$ cat config.mk
export PLATFORM = sky130hd
export DESIGN_NAME = tpm_judge
export DESIGN_NICKNAME = d
export VERILOG_FILES = /design/src/tpm_pkg.sv /design/src/tpm_judge.sv
export SDC_FILE = /design/constraint.sdc
export NUM_CORES = 1
export LEC_CHECK = 0
export ABC_AREA = 1
export BUFFER_PORTS_ARGS = -buffer_cell sky130_fd_sc_hd__buf_4
export CAP_MARGIN = 20
export CORE_MARGIN = 1
export CORE_UTILIZATION = 35
export CTS_BUF_LIST = sky130_fd_sc_hd__clkbuf_16
export DETAILED_ROUTE_END_ITERATION = 6
export SYNTH_ARGS = -nofsm -noshare
export SYNTH_HDL_FRONTEND = slang
export SYNTH_SLANG_ARGS = --single-unit
$ cat constraint.sdc
create_clock -name clk -period 7.68 [get_ports clk]
set_clock_uncertainty 0.15 [all_clocks]
set_input_delay 0 -clock clk [delete_from_list [all_inputs] [get_ports clk]]
set_output_delay 0 -clock clk [all_outputs]
set_load 0.02 [all_outputs]
$ cat src/tpm_pkg.sv
// tpm_pkg: item, configuration and pipeline types, constants and helpers
// for the torque plausibility monitor; no dependencies
package tpm_pkg;

    localparam int unsigned TimerW = 32;
    localparam int unsigned DtW    = 16;
    localparam int unsigned PctW   = 10;
    localparam int unsigned NmW    = 14;
    localparam int unsigned RpmW   = 14;
    localparam int unsigned KpaW   = 10;
    localparam int unsigned PermW  = 15;
    localparam int unsigned ProdW  = PctW + NmW;
    localparam int unsigned CfgIdxW = 3;

    localparam logic [TimerW-1:0] TIMER_MAX = '1;
    localparam logic [PctW-1:0]   PEDAL_FULL = 10'd1000;
    localparam logic [RpmW-1:0]   IDLE_RPM = 14'd1500;
    localparam logic [PermW-1:0]  IDLE_LOW_ALLOW = 15'd400;
    localparam logic [PermW-1:0]  IDLE_HIGH_ALLOW = 15'd150;
    localparam logic [RpmW:0]     OVERSPEED_MARGIN = 15'd500;
    localparam logic [NmW-1:0]    IDLE_CAP = 14'd300;

    // divide by 1000 as shift by 3 then multiply by ceil(2^28 / 125)
    localparam int unsigned       RecipShift = 28;
    localparam int unsigned       RecipW = 22;
    localparam logic [RecipW-1:0] RECIP_125 = 22'd2147484;

    localparam logic [CfgIdxW-1:0] REG_PEDAL_LIMIT    = 3'd0;
    localparam logic [CfgIdxW-1:0] REG_THROTTLE_LIMIT = 3'd1;
    localparam logic [CfgIdxW-1:0] REG_TRACKING_LIMIT = 3'd2;
    localparam logic [CfgIdxW-1:0] REG_DEBOUNCE       = 3'd3;
    localparam logic [CfgIdxW-1:0] REG_TORQUE_DEBOUNCE = 3'd4;
    localparam logic [CfgIdxW-1:0] REG_TORQUE_MARGIN  = 3'd5;
    localparam logic [CfgIdxW-1:0] REG_SPEED_LIMIT    = 3'd6;
    localparam logic [CfgIdxW-1:0] REG_OVERBOOST      = 3'd7;

    localparam logic [2:0] FAULT_NONE      = 3'd0;
    localparam logic [2:0] FAULT_PEDAL     = 3'd1;
    localparam logic [2:0] FAULT_TPS       = 3'd2;
    localparam logic [2:0] FAULT_TRACKING  = 3'd3;
    localparam logic [2:0] FAULT_TORQUE    = 3'd4;
    localparam logic [2:0] FAULT_OVERSPEED = 3'd5;
    localparam logic [2:0] FAULT_OVERBOOST = 3'd6;

    localparam logic [1:0] LIMP_OK       = 2'd0;
    localparam logic [1:0] LIMP_REDUCED  = 2'd1;
    localparam logic [1:0] LIMP_IDLE     = 2'd2;
    localparam logic [1:0] LIMP_SHUTDOWN = 2'd3;

    typedef struct packed {
        logic [PctW-1:0] pedal_first;
        logic [PctW-1:0] pedal_second;
        logic [PctW-1:0] throttle_first;
        logic [PctW-1:0] throttle_second;
        logic [PctW-1:0] throttle_command;
        logic [DtW-1:0]  elapsed_time;
        logic [RpmW-1:0] engine_speed;
        logic [NmW-1:0]  peak_torque;
        logic [NmW-1:0]  actual_torque;
        logic [KpaW-1:0] manifold_pressure;
    } in_item_t;

    typedef struct packed {
        logic [1:0]       limp_level;
        logic [2:0]       root_fault;
        logic [5:0]       fault_history;
        logic [PermW-1:0] allowed_torque;
        logic [NmW-1:0]   torque_cap;
    } out_item_t;

    typedef struct packed {
        logic [CfgIdxW-1:0] index;
        logic [31:0]        value;
    } cfg_wr_t;

    typedef struct packed {
        logic [PctW-1:0]   pedal_disagree_limit;
        logic [PctW-1:0]   throttle_disagree_limit;
        logic [PctW-1:0]   tracking_limit;
        logic [TimerW-1:0] debounce_time;
        logic [TimerW-1:0] torque_debounce_time;
        logic [NmW-1:0]    torque_margin;
        logic [RpmW-1:0]   speed_limit;
        logic [KpaW-1:0]   overboost_limit;
    } cfg_t;

    // first stage to second stage
    typedef struct packed {
        logic             pedal_fault;
        logic             throttle_fault;
        logic             tracking_fault;
        logic             overspeed;
        logic             overboost;
        logic             low_idle;
        logic [ProdW-1:0] product;
        logic [DtW-1:0]   elapsed_time;
        logic [NmW-1:0]   peak_torque;
        logic [NmW-1:0]   actual_torque;
    } mid_t;

    function automatic logic [PctW-1:0] abs_diff(logic [PctW-1:0] a, logic [PctW-1:0] b);
        return (a > b) ? (a - b) : (b - a);
    endfunction

    function automatic logic [TimerW-1:0] timer_step(logic [TimerW-1:0] t, logic active,
                                                     logic [DtW-1:0] dt);
        logic [TimerW:0] sum;
        sum = {1'b0, t} + {{(TimerW + 1 - DtW){1'b0}}, dt};
        if (!active)
        begin
            return '0;
        end
        return sum[TimerW] ? TIMER_MAX : sum[TimerW-1:0];
    endfunction

endpackage

$ cat src/tpm_judge.sv
// tpm_judge: second stage; permissible torque, torque timer, fault latching, torque cap
// depends on tpm_pkg
module tpm_judge import tpm_pkg::*;
(
    input  logic      clk,
    input  logic      rst_n,
    input  cfg_t      regs,
    input  logic      advance,
    input  mid_t      mid,
    output out_item_t res
);

    localparam int unsigned QuotW = ProdW - 3;

    logic [TimerW-1:0]           torque_timer_reg, torque_timer_next;
    logic [1:0]                  limp_reg, limp_next;
    logic [2:0]                  first_reg, first_next;
    logic [5:0]                  seen_reg, seen_next;
    out_item_t                   res_reg, res_next;
    logic [QuotW+RecipW-1:0]     recip_prod;
    logic [NmW-1:0]              quot;
    logic [PermW-1:0]            perm;
    logic                        torque_over;
    logic [2:0]                  fault;
    logic [1:0]                  limp;
    logic [NmW-1:0]              cap;

    always_comb
    begin
        recip_prod = {{RecipW{1'b0}}, mid.product[ProdW-1:3]}
                     * {{QuotW{1'b0}}, RECIP_125};
        quot = recip_prod[RecipShift+NmW-1:RecipShift];
        perm = {1'b0, quot} + (mid.low_idle ? IDLE_LOW_ALLOW : IDLE_HIGH_ALLOW);
        torque_over = {2'b00, mid.actual_torque}
                      > ({1'b0, perm} + {2'b00, regs.torque_margin});
        torque_timer_next = timer_step(torque_timer_reg, torque_over, mid.elapsed_time);

        // later checks override earlier ones
        fault = FAULT_NONE;
        limp  = LIMP_OK;
        if (mid.pedal_fault)
        begin
            fault = FAULT_PEDAL;
            limp  = LIMP_REDUCED;
        end
        if (mid.throttle_fault)
        begin
            fault = FAULT_TPS;
            limp  = LIMP_IDLE;
        end
        if (mid.tracking_fault)
        begin
            fault = FAULT_TRACKING;
            limp  = LIMP_IDLE;
        end
        if (torque_timer_next > regs.torque_debounce_time)
        begin
            fault = FAULT_TORQUE;
            limp  = LIMP_IDLE;
        end
        if (mid.overspeed)
        begin
            fault = FAULT_OVERSPEED;
            limp  = LIMP_SHUTDOWN;
        end
        if (mid.overboost)
        begin
            fault = FAULT_OVERBOOST;
            limp  = LIMP_SHUTDOWN;
        end

        seen_next  = seen_reg;
        first_next = first_reg;
        if (fault != FAULT_NONE)
        begin
            seen_next = seen_reg | (6'd1 << (fault - 3'd1));
            if (first_reg == FAULT_NONE)
            begin
                first_next = fault;
            end
        end
        limp_next = (limp > limp_reg) ? limp : limp_reg;

        case (limp_next)
            LIMP_OK:      cap = mid.peak_torque;
            LIMP_REDUCED: cap = mid.peak_torque >> 1;
            LIMP_IDLE:    cap = IDLE_CAP;
            default:      cap = '0;
        endcase

        res_next.limp_level     = limp_next;
        res_next.root_fault     = first_next;
        res_next.fault_history  = seen_next;
        res_next.allowed_torque = perm;
        res_next.torque_cap     = cap;
    end

    always_ff @(posedge clk or negedge rst_n)
    begin
        if (!rst_n)
        begin
            torque_timer_reg <= '0;
            limp_reg         <= LIMP_OK;
            first_reg        <= FAULT_NONE;
            seen_reg         <= '0;
        end
        else if (advance)
        begin
            torque_timer_reg <= torque_timer_next;
            limp_reg         <= limp_next;
            first_reg        <= first_next;
            seen_reg         <= seen_next;
        end
    end

    always_ff @(posedge clk)
    begin
        if (advance)
        begin
            res_reg <= res_next;
        end
    end

    assign res = res_reg;

    a_limp_rises : assert property (@(posedge clk) disable iff (!rst_n)
        limp_reg >= $past(limp_reg))
        else $error("limp level dropped");

    a_root_kept : assert property (@(posedge clk) disable iff (!rst_n)
        first_reg != FAULT_NONE |=> $stable(first_reg))
        else $error("root fault changed after latching");

    a_root_in_history : assert property (@(posedge clk) disable iff (!rst_n)
        first_reg != FAULT_NONE |-> seen_reg[first_reg - 3'd1])
        else $error("root fault missing from history");

    a_history_kept : assert property (@(posedge clk) disable iff (!rst_n)
        (seen_reg & $past(seen_reg)) == $past(seen_reg))
        else $error("fault history bit cleared");

endmodule
==> results.tsv <==
stage	metric	value	unit
clocking	H-tree levels	3	
synthesis	main combinational cell family by area after synthesis	adder cells	
timing	final worst slack	-2.69	ns
worst_setup_path	cells on worst reg2reg path	30	
floorplanning	core outline area	39000	um^2
placement	gpl congestion	0.905	
grt	antenna violations before repair	0	
grt	gr ovfl total	0	
synthesis	cell count after synthesis	1901	
worst_setup_path	Reg2Reg Capture Point	res[5]$_DFFE_PP_	
worst_setup_path	CP max FO	6	
final_layout	area added between synthesis and finish	44.8	%
synthesis	Syn Nets	2465	
final_layout	max reg flops	40	
floorplanning	Top Ports	249	
clocking	CTS sink cnt	83	
routing	antenna-violating nets left	0	
run	max_cap viols	0	
timing	Slew headroom	34.9	%
synthesis	post-synthesis mux area share	0	%
final_layout	ant diodes	0	
grt	total track usage	22.5	%
synthesis	Area contributors post-synth	ha_1 (23%), fa_1 (13%), inv_1 (12%)	
worst_setup_path	Critical Path Source Type	primary input	
floorplanning	Initial Util	35.8	%
worst_setup_path	Critical Path Most Common Cell	buf_4	
clocking	CTS tree	yes	
final_layout	layout cells sized above 1	31.2	%
timing	Hold Violations, Final	0	
hold_path	Hold Path Class	in -> async	
synthesis	Synth Area per Inst	7.34	um^2
final_layout	number of nets in the layout	2968	
clocking	Clock Latency Late Sink	0.35	ns
worst_setup_path	Req. time, crit path	7.64	ns
worst_setup_path	critical path type	in -> reg	
synthesis	xor and xnor area share after synthesis	2.83	%
clocking	clock-pin transition on the worst setup and hold timing paths	0.07	ns
floorplanning	Std-Cell Rows	72	
floorplanning	full die area	40700	um^2
routing	Detailed Route WL	45200	um
routing	Wirelength per Cell	15.4	um
outcome	failing checks	negative setup slack	
placement	post-DP HPWL	36900	um
timing	Final period util	135	%
worst_setup_path	Reg2Reg Setup Slack	1.09	ns
timing	Pins Over Slew Limit	0	
routing	Detailed Routing Iterations Pass 1	5	
final_layout	register area	2280	um^2
routing	DR iter-0 viols	693	
worst_setup_path	CP max stage delay	0.53	ns
synthesis	Synth Area in Simple Gates	22.4	%
clocking	CTS root buf	clkbuf_16	
synthesis	Yosys top cell area share	23.4	%
final_layout	cell area after layout	20200	um^2
synthesis	compound-gate portion of the synthesized area	8.34	%
worst_setup_path	r2r startpoint	torque_timer_reg[0]$_DFFE_PN0P_	
final_layout	most frequent cells in the layout	buf_4 (463), inv_1 (423), nand2_1 (420), ha_1 (213), nor2_1 (89)	
synthesis	unique cell type count in the Yosys netlist	44	
timing	f_max	0.0965	GHz
grt	vias in the first global route	14600	
floorplanning	die height	202	um
synthesis	register bit count reported by yosys	83	
timing	RSZ-0062 raised after global routing	yes	
synthesis	sequential share of the synthesized area	16.3	%
outcome	status	complete, but fails checks	
routing	vias per cell	4.76	
timing	Worst Tran Pin Value	0.977	ns
clocking	CTS Buf Count	9	
worst_setup_path	Worst Path Arrival	10.33	ns
final_layout	Fillers	3654	
worst_setup_path	Slowest-stage cell, CP	fa_1	
synthesis	Synth area leader	ha_1	
final_layout	commonest non-fill, non-tap cell in the layout	buf_4	
placement	Setup WS pre-CTS	-3.55	ns
timing	Final setup viols	68	
final_layout	multi-input logic area	11000	um^2
timing	minimum clock period	10.37	ns
grt	largest net degree at the start of global routing	77	
routing	DRC errors left	0	
synthesis	Synth Area in Adders	36.9	%
placement	placed inst area	18200	um^2
floorplanning	Die Width	202	um
synthesis	Mapped Area	13900	um^2
worst_setup_path	critical path capture point type	register	
routing	DR vias	13900	
grt	first-pass GRT wire length	73400	um
placement	IO Port Bufs	159	
synthesis	Ys Warns	0	
clocking	CTS Buffer Depth	2	
## how the worst max path moves through the flow
stage                       start                end  slack [ns]  cells after the start
after global placement    mid[55]   res[5]$_DFFE_PP_       -3.34                     64
after detailed placement  mid[56]   res[3]$_DFFE_PP_       -3.55                     60
final                     mid[54]  res[37]$_DFFE_PP_       -2.69                     60
after CTS                 mid[50]   res[0]$_DFFE_PP_       -2.49                     65
after floorplan           mid[50]   res[0]$_DFFE_PP_       -2.05                     63
after global routing      mid[48]   res[5]$_DFFE_PP_       -3.20                     66
## metrics by stage
step / hold WS [ns] / util, % / std cells / setup TNS [ns]
2_1_floorplan: -0.446 / - / 1901 / -61.31
3_3_place_gp: -0.107 / 46.8 / 2836 / -133.55
3_5_place_dp: -0.100 / 46.8 / 2836 / -141.66
4_1_cts: 0.0776 / 50.8 / 2918 / -99.75
5_1_grt: 0.130 / 51.8 / 2927 / -130.91
6_report: 0.0405 / 51.8 / 2927 / -99.62
## cell usage after synthesis
library cell,number
o211a_1,1
ha_1,261
o221a_2,1
a21o_1,5
and2_4,1
nor3b_1,2
nand2_1,447
xor2_1,26
a21oi_2,19
and2_1,2
a21oi_4,1
inv_2,1
nand2_2,7
and3_1,4
buf_2,5
nand3_2,1
a2bb2oi_1,1
nor4_1,8
o21bai_1,11
nor2_1,105
nor2_2,5
o31ai_1,2
o41ai_1,1
a21boi_0,3
nor3_1,18
nand2_4,1
nand3b_1,7
xnor2_1,19
edfxtp_1,40
o21ai_1,1
clkbuf_1,16
buf_1,1
or2_2,5
o21a_1,2
dfrtp_1,43
a21oi_1,98
nand4_1,45
buf_4,2
inv_1,454
nand3_1,79
fa_1,94
o21ai_0,51
a31oi_1,3
buf_6,2
## final cells by class
type | instances | share of cell area [%]
timing repair buffer | 517 | 20.9
sequential | 83 | 11.3
inverter | 455 | 8.53
multi-input combinational | 1338 | 54.7
clock inverter | 7 | 0.291
tap | 518 | 3.21
clock buffer | 9 | 1.12
## kinds of logic (layout without fill, tap and decap cells)
logic type                 count (synthesis)  count (layout)
xor gates and xnor gates                  45              45
DFF                                       83              83
and+or+nand+nor                          737             738
adders and majority gates                355             355
AOI/OAI and AO/OA                        200             200
buffers and inverters                    481             988
## worst max-delay path, delay by kind of cell
| family | cells | cell delay (ns) |
|---|---|---|
| compound gates | 15 | 2.38 |
| xor+xnor | 3 | 0.58 |
| fa+ha+maj | 12 | 4.29 |
| buf+inv | 19 | 1.89 |
| simple gates | 11 | 1.17 |
## per-layer routing
layer / vias to the layer above / share of wire (%) / global-route usage [%]
met2: 308 / 49 / 39.7
met3: 76 / 3.4 / 2.04
met1: 6535 / 45 / 28.9
li1: 7011 / - / -
met5: - / 0 / 0
met4: 0 / 3.2 / 7.33
## repair_timing
item | CTS | global route
hold endpoints to repair | 62 | 0
setup buffers | 43 | 13
gates cloned | 5 | 1
hold buffers | 18 | 0
resized for setup | 136 | 79
endpoints found under the setup margin | 68 | 68
pin swaps | 30 | 44
Power is left out: the tool's default activity adds up to more than one toggle a clock period on the data nets, which glitch-free logic cannot reach.
