File: src/tpm_pkg.sv
// tpm_pkg: item, configuration and pipeline types, constants and helpers
// for the torque plausibility monitor; no dependencies
package tpm_pkg;

    localparam int unsigned TimerW = 32;
    localparam int unsigned DtW    = 16;
    localparam int unsigned PctW   = 10;
    localparam int unsigned NmW    = 14;
    localparam int unsigned RpmW   = 14;
    localparam int unsigned KpaW   = 10;
    localparam int unsigned PermW  = 15;
    localparam int unsigned ProdW  = PctW + NmW;
    localparam int unsigned CfgIdxW = 3;

    localparam logic [TimerW-1:0] TIMER_MAX = '1;
    localparam logic [PctW-1:0]   PEDAL_FULL = 10'd1000;
    localparam logic [RpmW-1:0]   IDLE_RPM = 14'd1500;
    localparam logic [PermW-1:0]  IDLE_LOW_ALLOW = 15'd400;
    localparam logic [PermW-1:0]  IDLE_HIGH_ALLOW = 15'd150;
    localparam logic [RpmW:0]     OVERSPEED_MARGIN = 15'd500;
    localparam logic [NmW-1:0]    IDLE_CAP = 14'd300;

    // divide by 1000 as shift by 3 then multiply by ceil(2^28 / 125)
    localparam int unsigned       RecipShift = 28;
    localparam int unsigned       RecipW = 22;
    localparam logic [RecipW-1:0] RECIP_125 = 22'd2147484;

    localparam logic [CfgIdxW-1:0] REG_PEDAL_LIMIT    = 3'd0;
    localparam logic [CfgIdxW-1:0] REG_THROTTLE_LIMIT = 3'd1;
    localparam logic [CfgIdxW-1:0] REG_TRACKING_LIMIT = 3'd2;
    localparam logic [CfgIdxW-1:0] REG_DEBOUNCE       = 3'd3;
    localparam logic [CfgIdxW-1:0] REG_TORQUE_DEBOUNCE = 3'd4;
    localparam logic [CfgIdxW-1:0] REG_TORQUE_MARGIN  = 3'd5;
    localparam logic [CfgIdxW-1:0] REG_SPEED_LIMIT    = 3'd6;
    localparam logic [CfgIdxW-1:0] REG_OVERBOOST      = 3'd7;

    localparam logic [2:0] FAULT_NONE      = 3'd0;
    localparam logic [2:0] FAULT_PEDAL     = 3'd1;
    localparam logic [2:0] FAULT_TPS       = 3'd2;
    localparam logic [2:0] FAULT_TRACKING  = 3'd3;
    localparam logic [2:0] FAULT_TORQUE    = 3'd4;
    localparam logic [2:0] FAULT_OVERSPEED = 3'd5;
    localparam logic [2:0] FAULT_OVERBOOST = 3'd6;

    localparam logic [1:0] LIMP_OK       = 2'd0;
    localparam logic [1:0] LIMP_REDUCED  = 2'd1;
    localparam logic [1:0] LIMP_IDLE     = 2'd2;
    localparam logic [1:0] LIMP_SHUTDOWN = 2'd3;

    typedef struct packed {
        logic [PctW-1:0] pedal_first;
        logic [PctW-1:0] pedal_second;
        logic [PctW-1:0] throttle_first;
        logic [PctW-1:0] throttle_second;
        logic [PctW-1:0] throttle_command;
        logic [DtW-1:0]  elapsed_time;
        logic [RpmW-1:0] engine_speed;
        logic [NmW-1:0]  peak_torque;
        logic [NmW-1:0]  actual_torque;
        logic [KpaW-1:0] manifold_pressure;
    } in_item_t;

    typedef struct packed {
        logic [1:0]       limp_level;
        logic [2:0]       root_fault;
        logic [5:0]       fault_history;
        logic [PermW-1:0] allowed_torque;
        logic [NmW-1:0]   torque_cap;
    } out_item_t;

    typedef struct packed {
        logic [CfgIdxW-1:0] index;
        logic [31:0]        value;
    } cfg_wr_t;

    typedef struct packed {
        logic [PctW-1:0]   pedal_disagree_limit;
        logic [PctW-1:0]   throttle_disagree_limit;
        logic [PctW-1:0]   tracking_limit;
        logic [TimerW-1:0] debounce_time;
        logic [TimerW-1:0] torque_debounce_time;
        logic [NmW-1:0]    torque_margin;
        logic [RpmW-1:0]   speed_limit;
        logic [KpaW-1:0]   overboost_limit;
    } cfg_t;

    // first stage to second stage
    typedef struct packed {
        logic             pedal_fault;
        logic             throttle_fault;
        logic             tracking_fault;
        logic             overspeed;
        logic             overboost;
        logic             low_idle;
        logic [ProdW-1:0] product;
        logic [DtW-1:0]   elapsed_time;
        logic [NmW-1:0]   peak_torque;
        logic [NmW-1:0]   actual_torque;
    } mid_t;

    function automatic logic [PctW-1:0] abs_diff(logic [PctW-1:0] a, logic [PctW-1:0] b);
        return (a > b) ? (a - b) : (b - a);
    endfunction

    function automatic logic [TimerW-1:0] timer_step(logic [TimerW-1:0] t, logic active,
                                                     logic [DtW-1:0] dt);
        logic [TimerW:0] sum;
        sum = {1'b0, t} + {{(TimerW + 1 - DtW){1'b0}}, dt};
        if (!active)
        begin
            return '0;
        end
        return sum[TimerW] ? TIMER_MAX : sum[TimerW-1:0];
    endfunction

endpackage

File: src/tpm_sense.sv
// tpm_sense: first stage; disagreement timers, pedal selection, pedal x max product
// depends on tpm_pkg
module tpm_sense import tpm_pkg::*;
(
    input  logic     clk,
    input  logic     rst_n,
    input  cfg_t     regs,
    input  logic     accept,
    input  in_item_t item,
    output mid_t     mid
);

    logic [TimerW-1:0] pedal_timer_reg, pedal_timer_next;
    logic [TimerW-1:0] throttle_timer_reg, throttle_timer_next;
    logic [TimerW-1:0] tracking_timer_reg, tracking_timer_next;
    mid_t              mid_reg, mid_next;
    logic [PctW-1:0]   pedal;

    always_comb
    begin
        pedal_timer_next = timer_step(pedal_timer_reg,
            abs_diff(item.pedal_first, item.pedal_second) > regs.pedal_disagree_limit,
            item.elapsed_time);
        throttle_timer_next = timer_step(throttle_timer_reg,
            abs_diff(item.throttle_first, item.throttle_second) > regs.throttle_disagree_limit,
            item.elapsed_time);
        tracking_timer_next = timer_step(tracking_timer_reg,
            abs_diff(item.throttle_command, item.throttle_first) > regs.tracking_limit,
            item.elapsed_time);

        mid_next.pedal_fault    = pedal_timer_next > regs.debounce_time;
        mid_next.throttle_fault = throttle_timer_next > regs.debounce_time;
        mid_next.tracking_fault = tracking_timer_next > regs.debounce_time;
        mid_next.overspeed      = {1'b0, item.engine_speed}
                                  > ({1'b0, regs.speed_limit} + OVERSPEED_MARGIN);
        mid_next.overboost      = item.manifold_pressure > regs.overboost_limit;
        mid_next.low_idle       = item.engine_speed < IDLE_RPM;

        // lower track once the pedal fault is confirmed
        pedal = item.pedal_first;
        if (mid_next.pedal_fault && (item.pedal_second < item.pedal_first))
        begin
            pedal = item.pedal_second;
        end
        if (pedal > PEDAL_FULL)
        begin
            pedal = PEDAL_FULL;
        end

        mid_next.product       = {{NmW{1'b0}}, pedal} * {{PctW{1'b0}}, item.peak_torque};
        mid_next.elapsed_time  = item.elapsed_time;
        mid_next.peak_torque   = item.peak_torque;
        mid_next.actual_torque = item.actual_torque;
    end

    always_ff @(posedge clk or negedge rst_n)
    begin
        if (!rst_n)
        begin
            pedal_timer_reg    <= '0;
            throttle_timer_reg <= '0;
            tracking_timer_reg <= '0;
        end
        else if (accept)
        begin
            pedal_timer_reg    <= pedal_timer_next;
            throttle_timer_reg <= throttle_timer_next;
            tracking_timer_reg <= tracking_timer_next;
        end
    end

    always_ff @(posedge clk)
    begin
        if (accept)
        begin
            mid_reg <= mid_next;
        end
    end

    assign mid = mid_reg;

endmodule

File: config.mk
export PLATFORM = sky130hd
export DESIGN_NAME = tpm_sense
export DESIGN_NICKNAME = d
export VERILOG_FILES = /design/src/tpm_pkg.sv /design/src/tpm_sense.sv
export SDC_FILE = /design/constraint.sdc
export NUM_CORES = 1
export LEC_CHECK = 0
export BUFFER_PORTS_ARGS = -buffer_cell sky130_fd_sc_hd__buf_4
export CAP_MARGIN = 40
export CORE_UTILIZATION = 31
export CTS_BUF_LIST = sky130_fd_sc_hd__clkbuf_8
export DETAILED_ROUTE_END_ITERATION = 8
export REMOVE_ABC_BUFFERS = 1
export SLEW_MARGIN = 40
export SYNTH_ARGS = -nofsm -noshare
export SYNTH_HDL_FRONTEND = slang
export SYNTH_SLANG_ARGS = --single-unit
export TNS_END_PERCENT = 10
File: constraint.sdc
create_clock -name clk -period 13.8 [get_ports clk]
set_input_delay 2.76 -clock clk [delete_from_list [all_inputs] [get_ports clk]]
set_output_delay 2.76 -clock clk [all_outputs]
set_load 0.005 [all_outputs]
==> flow_summary_export.csv, run 1 <==
group,metric,value,unit
place,place_area,0.0245,mm²
grt,track_usage,16.8,%
timing,layout_setup_ws,0.399,ns
clock_network,cts_tree,"built",
synthesis,yosys_warnings,0,
setup_path,r2r-start,"pedal_timer_reg[0]",
synthesis,synthTopCellsByArea,"ha_1 19%, dfrtp_1 11%, edfxtp_1 11%",
clock_network,cts-root-buf,"clkbuf_8",
finish,largest_reg_flops,74,
grt,grt.overflow.total,0,
setup_path,critPathMostFrequentCell,"inv_1",
timing,worst_clock_skew,0.0173,ns
place,dp.cells,3488,
grt,antenna_found_initial,1,
floorplan,fp.dieH,262,µm
routing,drtIter0Drc,1097,
floorplan,io_pins,327,
synthesis,ys_seq_elements,170,
synthesis,yosysSeqAreaShare,22.1,%
synthesis,synth_edf_count,74,
timing,fin_crit_sh,97.1,%
synthesis,synth_flop_cell,"dfrtp_1",
clock_network,clk_path_buf_depth,2,
hold_path,worstHoldEndpoint,"tracking_timer_reg[0]",
synthesis,synth_top_area_share,18.9,%
power_and_ir_drop,clock_power_share,10.5,%
run_status,status,"completed",
setup_path,worstPathArrival,13.72,ns
routing,drc,0,
floorplan,core-area,0.0662,mm²
place,io_buffers,280,
grt,grt_first_pass_wirelength,90400,µm
finish,area_growth,20.4,%
clock_network,cts_sinks,170,
routing,wl_per_cell,16.3,µm
finish,fin_area,0.0252,mm²
job,maxCapViolations,0,
timing,slew_viol_final,0,
timing,tightest_slew,0.768,ns
routing,top_layer_used,"met4",
setup_path,critPathKind,"input port to flop",
power_and_ir_drop,combPwrFrac,67.8,%
setup_path,cp-end-kind,"flop",
clock_network,htree_levels,4,
finish,drive_gt1_share,20.6,%
floorplan,start_util,31.6,%
setup_path,slowest_stage,"fa_1",
timing,finalHoldViolCount,0,
power_and_ir_drop,p_leak,12.3,nW
place,dp_slack,-0.405,ns
setup_path,r2r-end,"mid[67]",
power_and_ir_drop,p_int,1.93,mW
finish,instances_no_fill,3539,
clock_network,cts_buffers,17,
routing,dr_wl_met2,26400,µm
setup_path,cpPeakStageDelay,0.54,ns
hold_path,hold_path_depth,2,
routing,met1_length,27900,µm
power_and_ir_drop,switching_share,43.1,%
setup_path,r2r_setup_slack,3.44,ns
timing,period_needed,13.40,ns
hold_path,min_from,"tracking_timer_reg[0]",
synthesis,syn-cell-area,0.0209,mm²
timing,relSlewSlack,48.8,%
finish,nNetsFinal,3331,
setup_path,worst_ep_required_time,14.12,ns
synthesis,yosysTopAreaCell,"ha_1",
timing,fmax,74.6,MHz
clock_network,clkLatencyLatePin,0.57,ns
synthesis,syn_avg_cell_area,9.01,µm²
timing,fin_hold_ws,0.505,ns
setup_path,reg2regPathDepth,41,
power_and_ir_drop,p_sw,1.47,mW
synthesis,synth_commonest_cells,"316 x ha_1, 261 x inv_1, 219 x a21oi_1, 160 x nand2_1, 115 x nor2_1",
place,gp_congestion,0.853,
routing,via_per_inst,5.01,
setup_path,start_kind,"input port",
hold_path,hold_path_class,"flop to flop",
synthesis,async_reset_ff_share,56.5,%
place,hpwl,45700,µm
synthesis,ys_types,83,
clock_network,clk_pin_slew_worst_paths,0.11,ns
routing,wl_met3,2630,µm
timing,setup_violations,0,
power_and_ir_drop,ir_worst_vdd,117,µV
floorplan,num_rows,94,
routing,ant_nets,0,
routing,first_pass_iters,7,
routing,vias,17700,
power_and_ir_drop,power_density,135,mW/mm²
setup_path,critPathMaxFanout,5,
floorplan,die_w,262,µm
synthesis,synth_most_common_cell,"ha_1",
floorplan,dieArea,0.0685,mm²
grt,grt_max_degree,84,
routing,postRouteWirelength,57700,µm
finish,utilization,38.0,%
power_and_ir_drop,seq_power_share,21.7,%
synthesis,syn_inst,2322,
grt,grt_pass1_vias,17200,
-- power by group through the flow --
stage / Combinational (mW) / Clock [mW] / Sequential, mW
2_1_floorplan: 1.49 / 0 / 0.742
3_3_place_gp: 2.20 / 0 / 0.745
3_5_place_dp: 2.21 / 0 / 0.747
4_1_cts: 2.23 / 0.378 / 0.737
5_1_grt: 2.61 / 0.393 / 0.751
6_report: 2.31 / 0.357 / 0.737
-- placed cells by master (no fill, tap or decap), types with 18 or more instances in the layout --
| master | Yosys | final |
|---|---|---|
| a211oi_1 | 23 | 21 |
| a21o_1 | 67 | 67 |
| a21oi_1 | 219 | 212 |
| a311oi_1 | 21 | 21 |
| a31oi_1 | 26 | 25 |
| and2_1 | 67 | 67 |
| and3_1 | 21 | 21 |
| buf_4 | 4 | 386 |
| clkbuf_8 | 0 | 19 |
| dfrtp_1 | 96 | 96 |
| edfxtp_1 | 74 | 74 |
| fa_1 | 103 | 101 |
| ha_1 | 316 | 314 |
| inv_1 | 261 | 261 |
| mux2_2 | 45 | 45 |
| mux2i_1 | 18 | 18 |
| nand2_1 | 160 | 158 |
| nand2b_1 | 26 | 26 |
| nand3_1 | 34 | 34 |
| nand4_1 | 49 | 49 |
| nor2_1 | 115 | 115 |
| nor2b_1 | 51 | 49 |
| nor3_1 | 43 | 43 |
| o21a_1 | 48 | 48 |
| o21ai_0 | 75 | 74 |
| xnor2_1 | 59 | 59 |
| xor2_1 | 43 | 43 |
-- critical path, delay by kind of cell --
family,cells,cell delay [ns]
AO/OA/AOI/OAI,17,3.36
XOR/XNOR,2,0.23
adder cells (fa/ha/maj),10,3.88
buffers and inverters,12,1.11
multiplexers,2,0.62
AND/OR/NAND/NOR,7,1.71
-- layout make-up --
cell class,instances,area [µm²]
Inverter,262,983
Multi-Input combinational cell,1809,15000
Tap cell,864,1080
Clock buffer,18,248
Clock inverter,14,114
Antenna cell,3,7.51
Fill cell,6744,41000
Sequential cell,170,4620
Timing Repair Buffer,399,3110
-- per-layer routing --
| metal | vias to the layer above | track usage, % |
|---|---|---|
| met5 | - | 0 |
| met1 | 8436 | 23.3 |
| li1 | 8904 | - |
| met3 | 39 | 3.04 |
| met4 | 0 | 4.15 |
| met2 | 345 | 26.8 |
-- worst max-delay path by stage --
stage / from / endpoint / slack, ns / cells past startpoint
floorplan: item[105] / mid[66] / -0.62 / 45
global placement: item[108] / mid[67] / -0.39 / 48
detailed placement: item[108] / mid[67] / -0.41 / 48
CTS: item[108] / mid[67] / 0.21 / 48
global route: item[108] / mid[66] / -0.02 / 54
finish: item[108] / mid[67] / 0.40 / 50
-- cell families after synthesis --
kind of cell / Yosys count / share of synthesized area [%]
AOI/OAI and AO/OA: 584 / 18.1
xor gates and xnor gates: 102 / 4.27
adders and majority gates: 419 / 28.8
buffers and inverters: 344 / 6.83
DFF: 170 / 22.1
muxes: 74 / 4.43
and+or+nand+nor: 629 / 15.5
-- stage by stage --
stage | power (mW) | TNS (ns)
global route | 3.75 | -0.0157
finish | 3.40 | 0
global placement | 2.94 | -1.34
floorplan | 2.23 | -2.87
CTS | 3.34 | 0
detailed placement | 2.96 | -1.50
-- repair_timing --
action                     in CTS  in global routing
buffers inserted                0                 13
hold buffers                    0                  0
gates resized for setup         0                 32
setup endpoints to repair       0                  7
No activity file was read; power rests on OpenSTA's default activity.
==> run 2: changes to the inputs <==
--- a/config.mk
+++ b/config.mk
@@ -11,6 +11,7 @@
 export CTS_BUF_LIST = sky130_fd_sc_hd__clkbuf_8
 export DETAILED_ROUTE_END_ITERATION = 8
 export REMOVE_ABC_BUFFERS = 1
+export SETUP_SLACK_MARGIN = 0.4
 export SLEW_MARGIN = 40
 export SYNTH_ARGS = -nofsm -noshare
 export SYNTH_HDL_FRONTEND = slang
==> run 2 against run 1 <==
  * Core utilization is essentially flat
  * Global-route usage grew 0.17 points
  * Cell count grew 0.11%
  * Sequential power is essentially flat
  * Critical path depth grew 2
  * Register-to-register slack gained 0.04 ns
  * Critical path type unchanged
  * Largest power group unchanged
==> flow_summary_export.csv, run 2 (synthesis results as in run 1) <==
group,metric,value,unit
clock_network,cts_buffers,17,
routing,drc,0,
timing,period_needed,13.31,ns
clock_network,clk_pin_slew_worst_paths,0.11,ns
timing,finalHoldViolCount,0,
power_and_ir_drop,p_leak,12.3,nW
place,gp_congestion,0.853,
clock_network,cts_sinks,170,
power_and_ir_drop,switching_share,43.1,%
floorplan,start_util,31.6,%
finish,instances_no_fill,3543,
finish,area_growth,20.5,%
setup_path,critPathKind,"input port to flop",
power_and_ir_drop,power_density,136,mW/mm²
clock_network,cts_hold_buf,0,
setup_path,cpPeakStageDelay,0.54,ns
timing,tightest_slew,0.796,ns
grt,grt_pass1_vias,17300,
setup_path,worst_ep_required_time,14.13,ns
power_and_ir_drop,combPwrFrac,67.9,%
timing,fin_crit_sh,96.4,%
run_status,status,"completed",
setup_path,cp-end-kind,"flop",
finish,fin_area,0.0252,mm²
place,place_area,0.0245,mm²
grt,grt_first_pass_wirelength,91200,µm
clock_network,clk_path_buf_depth,2,
power_and_ir_drop,finalPower,3.42,mW
routing,wl_per_cell,16.3,µm
floorplan,io_pins,327,
clock_network,cts-root-buf,"clkbuf_8",
setup_path,start_kind,"input port",
finish,nFillCells,6759,
job,maxCapViolations,0,
setup_path,critPathMaxFanout,5,
place,dp_slack,-0.405,ns
clock_network,cts_tree,"built",
power_and_ir_drop,clock_power_share,10.5,%
finish,nNetsFinal,3335,
setup_path,slowest_stage,"fa_1",
grt,grt.overflow.total,0,
routing,postRouteWirelength,57700,µm
timing,relSlewSlack,46.9,%
power_and_ir_drop,ir_worst_vdd,114,µV
place,dp.cells,3488,
finish,utilization,38.1,%
timing,fmax,75.1,MHz
setup_path,worstPathArrival,13.64,ns
floorplan,die_w,262,µm
place,io_buffers,280,
routing,ant_nets,0,
timing,layout_setup_ws,0.490,ns
floorplan,num_rows,94,
routing,drtIter0Drc,1147,
floorplan,fp.dieH,262,µm
grt,antenna_found_initial,1,
clock_network,htree_levels,4,
timing,rsz0062_at_grt,"yes",
routing,via_per_inst,5.01,
floorplan,core-area,0.0662,mm²
power_and_ir_drop,seq_power_share,21.6,%
place,hpwl,45700,µm
clock_network,clkLatencyLatePin,0.57,ns
power_and_ir_drop,p_int,1.95,mW
setup_path,crit_family,"adder cells",
finish,largest_reg_flops,74,
hold_path,hold_path_class,"flop to flop",
finish,drive_gt1_share,20.7,%
power_and_ir_drop,p_sw,1.47,mW
grt,track_usage,17.0,%
finish,layout_common_cells,"392 x buf_4, 315 x ha_1, 261 x inv_1",
finish,final_common_cell,"buf_4",
timing,slew_viol_final,0,
setup_path,critPathBufInv,12,
timing,worst_clock_skew,0.0206,ns
routing,vias,17800,
timing,setup_violations,0,
grt,grt_max_degree,84,
setup_path,critPathMostFrequentCell,"inv_1",
routing,first_pass_iters,6,
floorplan,dieArea,0.0685,mm²
[run 2: stage by stage]
| stage | setup TNS [ns] | hold slack, ns |
|---|---|---|
| floorplan | -2.87 | 0.457 |
| global placement | -1.34 | 0.478 |
| detailed placement | -1.50 | 0.485 |
| CTS | 0 | 0.514 |
| global route | 0 | 0.539 |
| finish | 0 | 0.506 |
[run 2: layout make-up]
class / instances / area, µm² / share of cell area [%]
diodes: 3 / 7.51 / 0.0298
clock buffers: 18 / 248 / 0.983
clock inverters: 14 / 114 / 0.452
inverters: 262 / 983 / 3.90
multi-input cells: 1809 / 15000 / 59.6
flip-flops and latches: 170 / 4620 / 18.3
well taps: 864 / 1080 / 4.29
repair buffers: 403 / 3120 / 12.4
[run 2: final timing paths]
path / to / start / slack [ns] / cells past startpoint
max: mid[66] / item[108] / 0.49 / 52
min: tracking_timer_reg[0] / tracking_timer_reg[0] / 0.51 / 2
max reg2reg: mid[66] / pedal_timer_reg[0] / 3.48 / 42
min reg2reg: tracking_timer_reg[0] / tracking_timer_reg[0] / 0.51 / 2
max in group asynchronous: tracking_timer_reg[23] / rst_n / 10.40 / 2
min in group asynchronous: tracking_timer_reg[1] / rst_n / 2.21 / 1
[run 2: worst register-to-register path: cells and delay by family (launching register included)]
kind | cells | cell delay [ns]
DFF | 1 | 0.37
and+or+nand+nor | 5 | 0.94
muxes | 1 | 0.23
AOI/OAI and AO/OA | 19 | 4.37
xor gates and xnor gates | 2 | 0.24
adders and majority gates | 9 | 3.59
buffers and inverters | 6 | 0.34
[run 2: metal layers]
metal | routed length [µm] | up-vias | GRT usage [%]
met5 | 0 | - | 0
met4 | 826 | 0 | 4.20
met3 | 2620 | 41 | 3.09
met2 | 26400 | 361 | 26.9
met1 | 27900 | 8445 | 23.6
li1 | - | 8912 | -
[run 2: power groups by stage]
stage	clock network, mW	logic, mW	registers [mW]
2_1_floorplan	0	1.49	0.742
3_3_place_gp	0	2.20	0.745
3_5_place_dp	0	2.21	0.747
4_1_cts	0.378	2.29	0.737
5_1_grt	0.393	2.62	0.751
6_report	0.359	2.32	0.737
[run 2: timing repair]
action	4_1_cts	5_1_grt
endpoints found under the setup margin	3	10
resized for setup	22	10
setup buffers	14	3
hold endpoints to repair	0	0
cloned	3	0
pin swaps	13	6
